## src/mcdf_ram.sv

```systemverilog
// generic single-write, single-read synchronous ram with registered read data
`default_nettype none
module mcdf_ram #(
	parameter int WIDTH = 8,
	parameter int DEPTH = 16
) (
	input  wire logic                     clk,
	input  wire logic                     we,
	input  wire logic [$clog2(DEPTH)-1:0] waddr,
	input  wire logic [WIDTH-1:0]         wdata,
	input  wire logic [$clog2(DEPTH)-1:0] raddr,
	output logic      [WIDTH-1:0]         rdata
);

	logic [WIDTH-1:0] mem [DEPTH];

	always_ff @(posedge clk) begin
		if (we) begin
			mem[waddr] <= wdata;
		end
		rdata <= mem[raddr];
	end

endmodule
`default_nettype wire

```

## config.mk

```make
export PLATFORM = sky130hd
export DESIGN_NAME = mcdf_ram
export DESIGN_NICKNAME = d
export VERILOG_FILES = /design/src/mcdf_ram.sv
export SDC_FILE = /design/constraint.sdc
export NUM_CORES = 1
export LEC_CHECK = 0
export BUFFER_PORTS_ARGS = -buffer_cell sky130_fd_sc_hd__buf_2
export CORE_MARGIN = 2
export CORE_UTILIZATION = 50
export CTS_CLUSTER_SIZE = 10
export DETAILED_ROUTE_END_ITERATION = 8
export GPL_TIMING_DRIVEN = 0
export PLACE_DENSITY_LB_ADDON = 0.2
export SETUP_SLACK_MARGIN = 0.02
export SLEW_MARGIN = 20
export SYNTH_ARGS = -nofsm -noshare
export SYNTH_HDL_FRONTEND = slang
export SYNTH_SLANG_ARGS = --single-unit
```

## constraint.sdc

```tcl
create_clock -name clk -period 2.15 [get_ports clk]
set_input_delay 0.215 -clock clk [delete_from_list [all_inputs] [get_ports clk]]
set_output_delay 0.215 -clock clk [all_outputs]
set_load 0.01 [all_outputs]
```

* After elaboration in Yosys (flattened, before gate mapping) *
Memory sizes are Yosys's and may differ from the RTL's. A register that Yosys moved wholly into a read port is not among the register bits.
Cells that the tools add are included.

operators by class
  muxes and demuxes = 2

operator list
  cell    count
  $mux 1  2

word-level totals
  bits in registers = 0
  memory bits (writable) = 128
  input port bits = 18
  logic and storage cells = 3
  memories = 1

memories
  name  depth  width  rd ports  clocked after memory_dff  wr ports  line  RTL
  mem   16     8      1         1                         1         15    logic [WIDTH-1:0] mem [DEPTH];

* Longest topological paths before layout *
Gate-level depths: netlist of the first run.

  word-level depth = 2
  depth in mapped cells = 5
  mapped depth without buffers = 3

* Worst setup path before layout of the first run *
Ideal clock, no wire load.

  path kind = input to register
  start point = input port waddr[2]
  end point = memory mem[0][0], enable pin
  arrival time = 1325 ps
  required time = 1767 ps
  slack = 442 ps
  stages = 2
  path buffers = 0
  cells stage by stage = or3b_2 nor3_1

RTL lines
  what             line  RTL
  start, declared  9     input wire logic [$clog2(DEPTH)-1:0] waddr,
  end, declared    15

Straight into the memory's write port.

* Worst setup path in the final report of the first run *
  start point = input port waddr[2]
  end point = memory mem[1][5], enable pin

Straight into the memory's write port.

==> results of run 1 <==
==> cells by family (layout without fill, tap and decap cells) <==
kind of cell,after synthesis,in the layout,share of synthesized area
and+or+nand+nor,35,35,0.03184
muxes,32,32,0.1502
buffers and inverters,10,66,0.01677
AOI/OAI and AO/OA,16,16,0.02334
DFF,136,136,0.7778
==> layer usage <==
layer	vias to the layer above	track usage
li1	1062	-
met1	1228	0.2686
met2	69	0.2802
met3	9	0.04638
met4	0	0.07238
met5	-	0
==> state kept, by name, summed over array words and instances, names as in the netlist <==
| name | count |
|---|---|
| rdata | 8 |
| mem | 128 |
==> placed cells by master, fill, tap and decap left out, drive strengths merged, types with 3 or more instances in the layout <==
master	count
edfxtp	128
mux4	32
buf	31
clkbuf	20
a22oi	16
nor2	13
nand2	9
dfxtp	8
clkinv	6
clkinvlp	5
nor3	4
clkdlybuf4s25	3
==> power groups by stage <==
stage	Combinational [uW]	Sequential [uW]	Clock (uW)
final	286	2980	2600
after CTS	290	2980	2620
after detailed placement	290	3030	0
after global placement	281	3030	0
after global routing	309	2980	2740
after floorplan	150	3040	0
==> worst max-delay path, cell delays in order <==
cell,delay [ns]
sky130_fd_sc_hd__buf_2,0.11
sky130_fd_sc_hd__or3b_2,0.54
sky130_fd_sc_hd__nor2_1,0.67
==> metrics by stage <==
| stage | utilization | worst slack, ns | instance area, sq um | hold slack, ns | setup TNS [ns] |
|---|---|---|---|---|---|
| 4_1_cts | 0.5916 | 0.7444 | 5998 | 0.09395 | 0 |
| 2_1_floorplan | - | 0.4421 | 5147 | 0.3139 | 0 |
| 3_5_place_dp | 0.5383 | 0.2225 | 5458 | 0.6085 | 0 |
| 3_3_place_gp | 0.5363 | -0.1568 | 5438 | 0.6085 | -1.252 |
| 5_1_grt | 0.5916 | 0.6912 | 5998 | 0.1004 | 0 |
| 6_report | 0.5916 | 0.7446 | 5998 | 0.1085 | 0 |
==> area by class of cell <==
cell class,instances,share of cell area
Clock inverter,12,0.01752
Sequential cell,136,0.6675
Buffer,10,0.01439
Tap cell,136,0.02837
Clock buffer,20,0.07259
Multi-Input combinational cell,83,0.1796
Timing Repair Buffer,24,0.02003
==> worst min path at each step <==
stage / to / slack (ns) / from
floorplan: mem[0][0] / 0.31 / wdata[0]
global placement: rdata[0] / 0.61 / rdata[0]
detailed placement: rdata[0] / 0.61 / rdata[0]
CTS: mem[4][4] / 0.09 / wdata[4]
global route: mem[4][4] / 0.10 / wdata[4]
finish: mem[15][1] / 0.11 / wdata[1]
==> results_tabular.tex, run 1 <==
\begin{tabular}{lr}
\hline
Metric & Value \\
\hline
\multicolumn{2}{l}{\textbf{Detailed routing}} \\
\quad Post-route ant nets & 0 \\
\quad Iteration-0 DRC Markers & approximately 140 \\
\quad Via count & 2368 \\
\quad DR WL met3 & 464 microns \\
\quad Detailed Route WL & between 9 and 10 mm \\
\quad M1 wire length & between 4 and 5 mm \\
\quad Highest metal layer used by the detailed router & met4 \\
\quad Routed wirelength normalized by instance count & roughly 22 microns \\
\quad Average vias per placed instance & 5.625 \\
\quad DRT Pass-1 Iters & 4 \\
\quad DRC violations left & 0 \\
\quad Met2 Routed Length & between 4 and 5 mm \\
\multicolumn{2}{l}{\textbf{CTS}} \\
\quad H-tree lvl count & 4 \\
\quad Clock-pin slew on the worst setup and hold paths & about 0.06 ns \\
\quad Post-CTS setup-driven buffer insertion count & 0 \\
\quad CTS-repair resized insts & 0 \\
\quad Clock tree buffer depth & 2 \\
\quad CTS tree & done \\
\quad Later-pin clock latency in the skew report & approximately 0.51 ns \\
\quad Sinks on Clock Net & approximately 140 \\
\quad Total clock buffers created by CTS & 17 \\
\quad Hold Buf Count CTS & 0 \\
\quad CTS root buf & sky130\_fd\_sc\_hd\_\_clkbuf\_8 \\
\multicolumn{2}{l}{\textbf{Global route}} \\
\quad GRT Overall Usage & 0.1871 \\
\quad Global route total overflow & 0 \\
\quad Largest net degree at the start of global routing & 17 \\
\quad Vias in the first global route & between 2000 and 2500 \\
\quad First-pass GRT wire length & $\sim$14 mm \\
\quad Number of antenna violations at the first check in global routing & 0 \\
\multicolumn{2}{l}{\textbf{Logic synthesis}} \\
\quad Yosys top cell area share & 0.7467 \\
\quad Dominant synthesized flop cell & sky130\_fd\_sc\_hd\_\_edfxtp\_1 \\
\quad Most used standard cell by instance count after synthesis & sky130\_fd\_sc\_hd\_\_edfxtp\_1 \\
\quad Most numerous cell types in the synthesized netlist & sky130\_fd\_sc\_hd\_\_edfxtp\_1, sky130\_fd\_sc\_hd\_\_mux4\_2, sky130\_fd\_sc\_hd\_\_a22oi\_1 \\
\quad Proportion of register bits with asynchronous set or reset after synthesis & 0 \\
\quad EDFF count, synth & between 100 and 150 \\
\quad Portion of the post-synthesis area used by sequential elements & 0.7778 \\
\quad Seq cells post-synth & between 100 and 150 \\
\quad Net count after synthesis & $\sim$250 \\
\quad Synth area leader & sky130\_fd\_sc\_hd\_\_edfxtp\_1 \\
\quad Cells after synthesis & roughly 230 \\
\quad Syn Std Cell Area & approximately 5100 sq um \\
\quad Number of warnings reported in the yosys synthesis log & 0 \\
\quad Number of unique standard cell types used by synthesis & 19 \\
\quad Average cell area after synthesis & about 22 sq um \\
\quad Dominant cells by area after synthesis & sky130\_fd\_sc\_hd\_\_edfxtp\_1, sky130\_fd\_sc\_hd\_\_mux4\_2, sky130\_fd\_sc\_hd\_\_mux4\_1 \\
\multicolumn{2}{l}{\textbf{Power}} \\
\quad Combinational group share of total power & 0.049 \\
\quad Part of the power in the clock network & 0.443 \\
\quad Design internal power & $\sim$4600 uW \\
\quad Pwr dens & 977.3 nW/um\^{}2 \\
\quad Leakage & $\sim$0.0020 uW \\
\quad Worst IR Drop VDD & just over 0.5 mV \\
\quad Switching power & roughly 1200 uW \\
\quad Flop pwr share & 0.508 \\
\quad Switching power share of the total & 0.2090 \\
\quad Sum of internal, switching and leakage power & slightly below 6000 uW \\
\multicolumn{2}{l}{\textbf{Floorplanning}} \\
\quad IO Pins & 26 \\
\quad Floorplan die width & approximately 110 microns \\
\quad Overall die area & 11120 sq um \\
\quad Row count & 37 \\
\quad Core area & $\sim$10000 sq um \\
\quad Initial standard-cell utilization of the core & 0.5077 \\
\quad Die outline height & 105.5 microns \\
\multicolumn{2}{l}{\textbf{Timing}} \\
\quad Unrepaired setup endpoints after global routing & no \\
\quad Final hold viol count & 0 \\
\quad Max-Slew Margin vs Limit & 0.4360 \\
\quad Fin Clk Skew & 0.009170 ns \\
\quad Max-slew violation total from the final report & 0 \\
\quad Clock period minus worst slack & 1.405 ns \\
\quad Number of setup violations in the final report & 0 \\
\quad Maximum achievable frequency & roughly 700 MHz \\
\quad Final clock period utilization by the worst path & 0.6537 \\
\quad Transition time at the pin with the least slew margin & 0.8429 ns \\
\multicolumn{2}{l}{\textbf{Worst setup path}} \\
\quad Req. time, crit path & roughly 2.3 ns \\
\quad Crit. Startpoint & waddr[2] \\
\quad Worst Path Max Fanout & 8 \\
\quad Data arrival at the endpoint of the critical path & between 1.5 and 2 ns \\
\quad Reg-to-reg setup timing slack & $\sim$0.80 ns \\
\quad Worst setup path end & mem[1][5] \\
\quad Critical register-to-register path startpoint & mem[3][7] \\
\quad Type of the setup path with the least slack & in -> reg \\
\quad Worst Reg2Reg Path Length in Cells & 3 \\
\quad Crit path capture type & register \\
\quad Element type at the critical path start & input pin \\
\quad Endpoint of the worst register-to-register path & rdata[7] \\
\multicolumn{2}{l}{\textbf{Run status}} \\
\quad Run status & finished clean \\
\multicolumn{2}{l}{\textbf{Min path}} \\
\quad Worst Hold Class & in -> reg \\
\quad Worst Hold Path Cells & 1 \\
\multicolumn{2}{l}{\textbf{Layout}} \\
\quad Filler instances & a little over 700 \\
\quad Total Nets Final & 290 \\
\quad Final Non-Filler Cells & approximately 420 \\
\quad Antenna diodes & 0 \\
\quad Sequential cell area & between 4000 and 5000 sq um \\
\quad Fraction of final layout cells sized beyond drive strength 1 & 0.3053 \\
\quad Area grow syn2layout & 16.53\% \\
\quad Multi-input combinational cell area & 1077 sq um \\
\multicolumn{2}{l}{\textbf{Placed design}} \\
\quad Cells after DPL & between 300 and 400 \\
\quad Half-perimeter wire length of the detailed placement result & 5.852 mm \\
\quad Quantity of I/O buffers inserted on ports & 24 \\
\quad Gp weighted congestion & 0.7224 \\
\multicolumn{2}{l}{\textbf{Job}} \\
\quad Max\_cap viols & 0 \\
\hline
\end{tabular}
(Power assumes the default switching activity.)
==> inputs of run 2 (changes only) <==
==> constraint.sdc (replaced) <==
create_clock -name clk -period 1.2 [get_ports clk]
set_input_delay 0.12 -clock clk [delete_from_list [all_inputs] [get_ports clk]]
set_output_delay 0.12 -clock clk [all_outputs]
set_load 0.01 [all_outputs]
==> run 2 against run 1 <==
Effect of this change:
- the flow now finishes with violations (negative setup slack)
- critical path depth stayed put
- setup slack got worse by 0.90 ns
- non-clock buffer count grew 6
- sequential power grew 79%
- power increased by 81%
- utilization increased by 1.0 points
- clock-buffer cell count increased by 1
==> results_tabular.tex, run 2 (same netlist as run 1, synthesis figures left out) <==
\begin{tabular}{lr}
\hline
Metric & Value \\
\hline
\multicolumn{2}{l}{\textbf{Run status}} \\
\quad Run status & finished with violations (was finished clean) \\
\quad Violated checks & negative setup slack \\
\multicolumn{2}{l}{\textbf{Timing}} \\
\quad Number of setup violations in the final report & 8 (was 0) \\
\quad Worst hold slack & 0.01864 ns (was 0.1085 ns) \\
\quad Final clock period utilization by the worst path & 1.127 \\
\quad Final hold viol count & 0 (unchanged) \\
\quad Unrepaired setup endpoints after global routing & yes (was no) \\
\quad Clock period minus worst slack & 1.352 ns \\
\quad Transition time at the pin with the least slew margin & 0.7824 ns (was 0.8429 ns) \\
\quad Max-Slew Margin vs Limit & 0.4765 (was 0.4360) \\
\quad Maximum achievable frequency & $\sim$740 MHz \\
\quad Fin Clk Skew & 0.005350 ns (was 0.009170 ns) \\
\quad Max-slew violation total from the final report & 0 (unchanged) \\
\quad Crit path setup slack, layout & -0.1524 ns (was 0.7446 ns) \\
\multicolumn{2}{l}{\textbf{Power}} \\
\quad Pwr dens & 1742 nW/um\^{}2 (was 977.3 nW/um\^{}2) \\
\quad Combinational group share of total power & 0.054 (was 0.049) \\
\quad Switching power share of the total & 0.2087 (was 0.2090) \\
\quad Design internal power & 8414 uW (was 4637 uW) \\
\quad Switching power & 2219 uW (was 1225 uW) \\
\quad Flop pwr share & 0.502 (was 0.508) \\
\quad Worst IR Drop VDD & 0.8670 mV (was 0.5176 mV) \\
\quad Part of the power in the clock network & 0.444 (was 0.443) \\
\quad Leakage & 0.001998 uW (was 0.001996 uW) \\
\multicolumn{2}{l}{\textbf{Detailed routing}} \\
\quad Post-route ant nets & 0 (unchanged) \\
\quad Average vias per placed instance & 5.593 (was 5.625) \\
\quad Via count & 2388 (was 2368) \\
\quad DRC violations left & 0 (unchanged) \\
\quad DRT Pass-1 Iters & 4 (unchanged) \\
\quad Routed wirelength normalized by instance count & 22.75 microns (was 22.37 microns) \\
\quad Detailed Route WL & 9.715 mm (was 9.416 mm) \\
\quad Iteration-0 DRC Markers & 160 (was 139) \\
\multicolumn{2}{l}{\textbf{Floorplanning}} \\
\quad Core area & 10140 sq um (unchanged) \\
\quad Floorplan die width & 105.5 microns (unchanged) \\
\quad Row count & 37 (unchanged) \\
\quad Die outline height & 105.5 microns (unchanged) \\
\quad IO Pins & 26 (unchanged) \\
\quad Overall die area & 11120 sq um (unchanged) \\
\quad Initial standard-cell utilization of the core & 0.5077 (unchanged) \\
\multicolumn{2}{l}{\textbf{Min path}} \\
\quad Worst Hold Class & in -> reg (unchanged) \\
\multicolumn{2}{l}{\textbf{CTS}} \\
\quad H-tree lvl count & 4 (unchanged) \\
\quad Total clock buffers created by CTS & 17 (unchanged) \\
\quad Clock tree buffer depth & 2 (unchanged) \\
\quad Post-CTS setup-driven buffer insertion count & 0 (unchanged) \\
\quad CTS root buf & sky130\_fd\_sc\_hd\_\_clkbuf\_8 (unchanged) \\
\quad Sinks on Clock Net & 136 (unchanged) \\
\quad Clock-pin slew on the worst setup and hold paths & 0.06 ns (about the same) \\
\quad Later-pin clock latency in the skew report & 0.52 ns (was 0.51 ns) \\
\quad CTS tree & done (unchanged) \\
\multicolumn{2}{l}{\textbf{Layout}} \\
\quad Antenna diodes & 0 (unchanged) \\
\quad Highest-count cells in the layout ignoring fill and taps & sky130\_fd\_sc\_hd\_\_edfxtp\_1, sky130\_fd\_sc\_hd\_\_mux4\_2, sky130\_fd\_sc\_hd\_\_buf\_2 (was sky130\_fd\_sc\_hd\_\_edfxtp\_1, sky130\_fd\_sc\_hd\_\_buf\_2, sky130\_fd\_sc\_hd\_\_mux4\_2) \\
\quad Fraction of final layout cells sized beyond drive strength 1 & 0.3849 (was 0.3053) \\
\quad Layout Utilization & 0.6021 (was 0.5916) \\
\quad Leading cell type in the layout, fill and taps excluded & sky130\_fd\_sc\_hd\_\_edfxtp\_1 (unchanged) \\
\quad Flip-flop count of the largest register after layout & 128 (unchanged) \\
\quad Largest register by flop count & mem (unchanged) \\
\quad Total Nets Final & 296 (was 290) \\
\quad Registers with the most flip-flops & mem (128), rdata (8) (unchanged) \\
\quad Area grow syn2layout & 18.59\% (was 16.53\%) \\
\quad Sequential cell area & 4004 sq um (unchanged) \\
\quad Multi-input combinational cell area & 1081 sq um (was 1077 sq um) \\
\quad Filler instances & 738 (was 723) \\
\multicolumn{2}{l}{\textbf{Job}} \\
\quad Max\_cap viols & 0 (unchanged) \\
\multicolumn{2}{l}{\textbf{Worst setup path}} \\
\quad Type of the setup path with the least slack & reg -> reg (was in -> reg) \\
\quad Element type at the critical path start & register (was input pin) \\
\quad Crit path capture type & register (unchanged) \\
\quad Data arrival at the endpoint of the critical path & 1.75 ns (was 1.54 ns) \\
\quad Req. time, crit path & 1.60 ns (was 2.28 ns) \\
\quad Worst Path Max Fanout & 1 (was 8) \\
\multicolumn{2}{l}{\textbf{Global route}} \\
\quad Number of antenna violations at the first check in global routing & 0 (unchanged) \\
\quad Largest net degree at the start of global routing & 17 (unchanged) \\
\quad Vias in the first global route & 2535 (was 2384) \\
\quad GRT Overall Usage & 0.1923 (was 0.1871) \\
\quad Global route total overflow & 0 (unchanged) \\
\quad First-pass GRT wire length & 14.70 mm (was 14.45 mm) \\
\multicolumn{2}{l}{\textbf{Placed design}} \\
\quad Half-perimeter wire length of the detailed placement result & 6.049 mm (was 5.852 mm) \\
\quad Gp weighted congestion & 0.7305 (was 0.7224) \\
\quad Quantity of I/O buffers inserted on ports & 24 (unchanged) \\
\hline
\end{tabular}
## run 2: cell types whose count changed in the layout (fill, tap and decap cells not counted), moves of 6 or more
cell                            previous run  this run
sky130_fd_sc_hd__mux4_2                   18        32
sky130_fd_sc_hd__mux4_1                   14         0
sky130_fd_sc_hd__a22oi_2                   0         8
sky130_fd_sc_hd__dlygate4sd3_1             0         6
sky130_fd_sc_hd__a22oi_1                  16         8
## run 2: repair_timing
action                                  in CTS  in global routing
hold endpoints to repair                    61                  0
resized for setup                            3                  8
hold buffers                                 6                  0
endpoints found under the setup margin       8                  8
pin swaps                                    1                  6
## run 2: power by group through the flow
stage / registers [uW] / logic [uW] / clock network (uW)
2_1_floorplan: 5450 / 297 / 0
3_3_place_gp: 5430 / 535 / 0
3_5_place_dp: 5440 / 547 / 0
4_1_cts: 5340 / 571 / 4800
5_1_grt: 5350 / 621 / 5000
6_report: 5340 / 579 / 4720
## run 2: critical path, stage by stage, from the launching register on
cell                       delay (ns)
sky130_fd_sc_hd__edfxtp_1        0.37
sky130_fd_sc_hd__mux4_2          0.53
sky130_fd_sc_hd__a22oi_2         0.25
sky130_fd_sc_hd__nand2_1         0.08
## run 2: area by class of cell
cell class / count / area share
flip-flops and latches: 136 / 0.6559
multi-input cells: 83 / 0.1771
clock buffers: 21 / 0.07358
repair buffers: 30 / 0.02951
well taps: 136 / 0.02787
plain buffers: 10 / 0.01968
clock inverters: 11 / 0.01640
## run 2: worst paths after layout
| path | slack [ns] | depth (start not counted) | startpoint | endpoint |
|---|---|---|---|---|
| setup reg to reg | -0.15 | 3 | mem[7][0] | rdata[0] |
| hold / removal | 0.02 | 1 | wdata[2] | mem[7][2] |
| setup / recovery | -0.15 | 3 | mem[7][0] | rdata[0] |
| hold reg to reg | 0.69 | 3 | mem[11][7] | rdata[7] |
## run 2: through the flow
stage               cells  worst slack, ns  area, sq um  setup TNS [ns]  total power (uW)
finish                427          -0.1524         6105         -0.7188             10630
CTS                   427          -0.1576         6091         -0.9738             10710
global route          427          -0.1540         6105         -0.9298             10960
detailed placement    389          -0.3733         5466          -42.01              5982
global placement      389          -0.3580         5466          -40.71              5962
floorplan             229         -0.02301         5176         -0.1867              5745
## run 2: per-layer routing
metal,GRT usage,wire length [microns]
met2,0.2912,4761
met4,0.07905,201
met3,0.04947,643
met5,0,0
met1,0.2695,4108
==> inputs of run 3 (changes only) <==
--- a/config.mk
+++ b/config.mk
@@ -5,11 +5,11 @@
 export SDC_FILE = /design/constraint.sdc
 export NUM_CORES = 1
 export LEC_CHECK = 0
-export BUFFER_PORTS_ARGS = -buffer_cell sky130_fd_sc_hd__buf_2
 export CORE_MARGIN = 2
 export CORE_UTILIZATION = 50
 export CTS_CLUSTER_SIZE = 10
 export DETAILED_ROUTE_END_ITERATION = 8
+export DONT_BUFFER_PORTS = 1
 export GPL_TIMING_DRIVEN = 0
 export PLACE_DENSITY_LB_ADDON = 0.2
 export SETUP_SLACK_MARGIN = 0.02
==> run 3 against run 2 <==
Effect of this change:
- the flow still finishes with violations (negative setup slack)
- clock skew grew 0.00090 ns
- register-to-register slack improved by 0.03 ns
- die area is the same
- via count is 4.1% lower
- clock-buffer cell count decreased by 4
- power rose by 5.2%
- critical path type unchanged
- largest power group unchanged
==> results_tabular.tex, run 3 (same netlist as run 1, synthesis figures left out) <==
\begin{tabular}{lr}
\hline
Metric & Value \\
\hline
\multicolumn{2}{l}{\textbf{Run status}} \\
\quad Violated checks & negative setup slack (unchanged) \\
\quad Run status & finished with violations (unchanged) \\
\multicolumn{2}{l}{\textbf{Layout}} \\
\quad Largest register by flop count & mem (unchanged) \\
\quad Fraction of final layout cells sized beyond drive strength 1 & 0.3309 (was 0.3849) \\
\quad Flip-flop count of the largest register after layout & 128 (unchanged) \\
\quad Area grow syn2layout & 18.62\% (was 18.59\%) \\
\quad Highest-count cells in the layout ignoring fill and taps & sky130\_fd\_sc\_hd\_\_edfxtp\_1, sky130\_fd\_sc\_hd\_\_mux4\_2, sky130\_fd\_sc\_hd\_\_clkbuf\_16 (was sky130\_fd\_sc\_hd\_\_edfxtp\_1, sky130\_fd\_sc\_hd\_\_mux4\_2, sky130\_fd\_sc\_hd\_\_buf\_2) \\
\quad Total Nets Final & 277 (was 296) \\
\quad Multi-input combinational cell area & 1086 sq um (was 1081 sq um) \\
\quad Sequential cell area & 4004 sq um (unchanged) \\
\quad Leading cell type in the layout, fill and taps excluded & sky130\_fd\_sc\_hd\_\_edfxtp\_1 (unchanged) \\
\quad Final Non-Filler Cells & 408 (was 427) \\
\quad Filler instances & 695 (was 738) \\
\quad Antenna diodes & 0 (unchanged) \\
\quad Registers with the most flip-flops & mem (128), rdata (8) (unchanged) \\
\quad Final standard cell area without fillers & 6106 sq um (was 6105 sq um) \\
\multicolumn{2}{l}{\textbf{Timing}} \\
\quad Number of setup violations in the final report & 32 (was 8) \\
\quad Maximum achievable frequency & 758.2 MHz (was 739.4 MHz) \\
\quad Clock period minus worst slack & 1.319 ns (was 1.352 ns) \\
\quad Final hold viol count & 0 (unchanged) \\
\quad Final clock period utilization by the worst path & 1.099 (was 1.127) \\
\quad Fin Clk Skew & 0.006252 ns (was 0.005350 ns) \\
\quad Worst hold slack & 0.04147 ns (was 0.01864 ns) \\
\quad Max-Slew Margin vs Limit & 0.4325 (was 0.4765) \\
\quad Unrepaired setup endpoints after global routing & yes (unchanged) \\
\quad Max-slew violation total from the final report & 0 (unchanged) \\
\quad Transition time at the pin with the least slew margin & 0.8482 ns (was 0.7824 ns) \\
\quad Crit path setup slack, layout & -0.1189 ns (was -0.1524 ns) \\
\multicolumn{2}{l}{\textbf{Min path}} \\
\quad Worst Hold Class & in -> reg (unchanged) \\
\multicolumn{2}{l}{\textbf{CTS}} \\
\quad Sinks on Clock Net & 136 (unchanged) \\
\quad Later-pin clock latency in the skew report & 0.52 ns (about the same) \\
\quad CTS tree & done (unchanged) \\
\quad CTS root buf & sky130\_fd\_sc\_hd\_\_clkbuf\_8 (unchanged) \\
\quad H-tree lvl count & 4 (unchanged) \\
\quad Total clock buffers created by CTS & 17 (unchanged) \\
\quad Clock-pin slew on the worst setup and hold paths & 0.06 ns (about the same) \\
\quad Post-CTS setup-driven buffer insertion count & 0 (unchanged) \\
\quad Clock tree buffer depth & 2 (unchanged) \\
\multicolumn{2}{l}{\textbf{Worst setup path}} \\
\quad Worst Path Max Fanout & 1 (unchanged) \\
\quad Req. time, crit path & 1.60 ns (about the same) \\
\quad Data arrival at the endpoint of the critical path & 1.72 ns (was 1.75 ns) \\
\quad Element type at the critical path start & register (unchanged) \\
\quad Crit path capture type & register (unchanged) \\
\quad Type of the setup path with the least slack & reg -> reg (unchanged) \\
\multicolumn{2}{l}{\textbf{Detailed routing}} \\
\quad Average vias per placed instance & 5.610 (was 5.593) \\
\quad DRC violations left & 0 (unchanged) \\
\quad DRT Pass-1 Iters & 4 (unchanged) \\
\quad Detailed Route WL & 9.388 mm (was 9.715 mm) \\
\quad Via count & 2289 (was 2388) \\
\quad Iteration-0 DRC Markers & 137 (was 160) \\
\quad Post-route ant nets & 0 (unchanged) \\
\quad Routed wirelength normalized by instance count & 23.01 microns (was 22.75 microns) \\
\multicolumn{2}{l}{\textbf{Global route}} \\
\quad First-pass GRT wire length & 14.50 mm (was 14.70 mm) \\
\quad Largest net degree at the start of global routing & 17 (unchanged) \\
\quad Number of antenna violations at the first check in global routing & 0 (unchanged) \\
\quad GRT Overall Usage & 0.1911 (was 0.1923) \\
\quad Vias in the first global route & 2380 (was 2535) \\
\quad Global route total overflow & 0 (unchanged) \\
\multicolumn{2}{l}{\textbf{Placed design}} \\
\quad Half-perimeter wire length of the detailed placement result & 5.791 mm (was 6.049 mm) \\
\quad Area of placed instances & 5346 sq um (was 5466 sq um) \\
\quad Gp weighted congestion & 0.7415 (was 0.7305) \\
\quad Cells after DPL & 365 (was 389) \\
\quad Quantity of I/O buffers inserted on ports & 0 (was 24) \\
\multicolumn{2}{l}{\textbf{Floorplanning}} \\
\quad IO Pins & 26 (unchanged) \\
\quad Initial standard-cell utilization of the core & 0.5077 (unchanged) \\
\quad Floorplan die width & 105.5 microns (unchanged) \\
\quad Overall die area & 11120 sq um (unchanged) \\
\quad Die outline height & 105.5 microns (unchanged) \\
\quad Core area & 10140 sq um (unchanged) \\
\quad Row count & 37 (unchanged) \\
\multicolumn{2}{l}{\textbf{Power}} \\
\quad Pwr dens & 1833 nW/um\^{}2 (was 1742 nW/um\^{}2) \\
\quad Sum of internal, switching and leakage power & 11190 uW (was 10630 uW) \\
\quad Leakage & 0.001939 uW (was 0.001998 uW) \\
\quad Worst IR Drop VDD & 0.8391 mV (was 0.8670 mV) \\
\multicolumn{2}{l}{\textbf{Job}} \\
\quad Max\_cap viols & 0 (unchanged) \\
\hline
\end{tabular}
==> run 3: metal layers <==
| metal | track usage | part of all wire | vias to the layer above |
|---|---|---|---|
| met4 | 0.06857 | 0.017 | 0 |
| met5 | 0 | 0 | - |
| met2 | 0.2876 | 0.48 | 88 |
| li1 | - | - | 1023 |
| met3 | 0.05504 | 0.081 | 13 |
| met1 | 0.2701 | 0.42 | 1165 |
==> run 3: critical path: stages (launching register included) <==
cell	delay, ns
sky130_fd_sc_hd__edfxtp_1	0.36
sky130_fd_sc_hd__mux4_2	0.52
sky130_fd_sc_hd__a22oi_2	0.23
sky130_fd_sc_hd__nand2_1	0.08
==> run 3: repair_timing <==
item / in CTS / in global routing
gates resized for setup: 6 / 6
endpoints found under the hold margin: 162 / 0
pin swaps: 1 / 4
hold buffers: 11 / 0
endpoints found under the setup margin: 8 / 32
==> run 3: power by group <==
part           switching [uW]  internal, uW  total (uW)
Sequential               43.8          5310        5360
Clock                    1950          3380        5330
Combinational             282           226         508
==> run 3: final cells by class <==
cell class | instances | share of cell area
buffer | 10 | 0.01967
clock buffer | 17 | 0.06783
clock inverter | 15 | 0.03299
multi-input combinational | 83 | 0.1779
sequential | 136 | 0.6557
tap | 136 | 0.02787
timing repair buffer | 11 | 0.01803
==> run 3: metrics by stage <==
step,utilization,setup slack (ns),setup TNS (ns)
4_1_cts,0.6001,-0.1370,-3.068
3_5_place_dp,0.5273,-0.3052,-22.23
5_1_grt,0.6022,-0.1592,-4.378
2_1_floorplan,-,-0.02301,-0.1867
6_report,0.6022,-0.1189,-2.690
3_3_place_gp,0.5273,-0.2934,-21.98
==> run 3: worst paths after layout <==
path,startpoint,end,slack (ns),cells after the start
setup reg to reg,mem[6][0],rdata[0],-0.12,3
setup / recovery,mem[6][0],rdata[0],-0.12,3
hold reg to reg,mem[9][2],rdata[2],0.69,3
hold / removal,waddr[3],mem[0][7],0.04,2
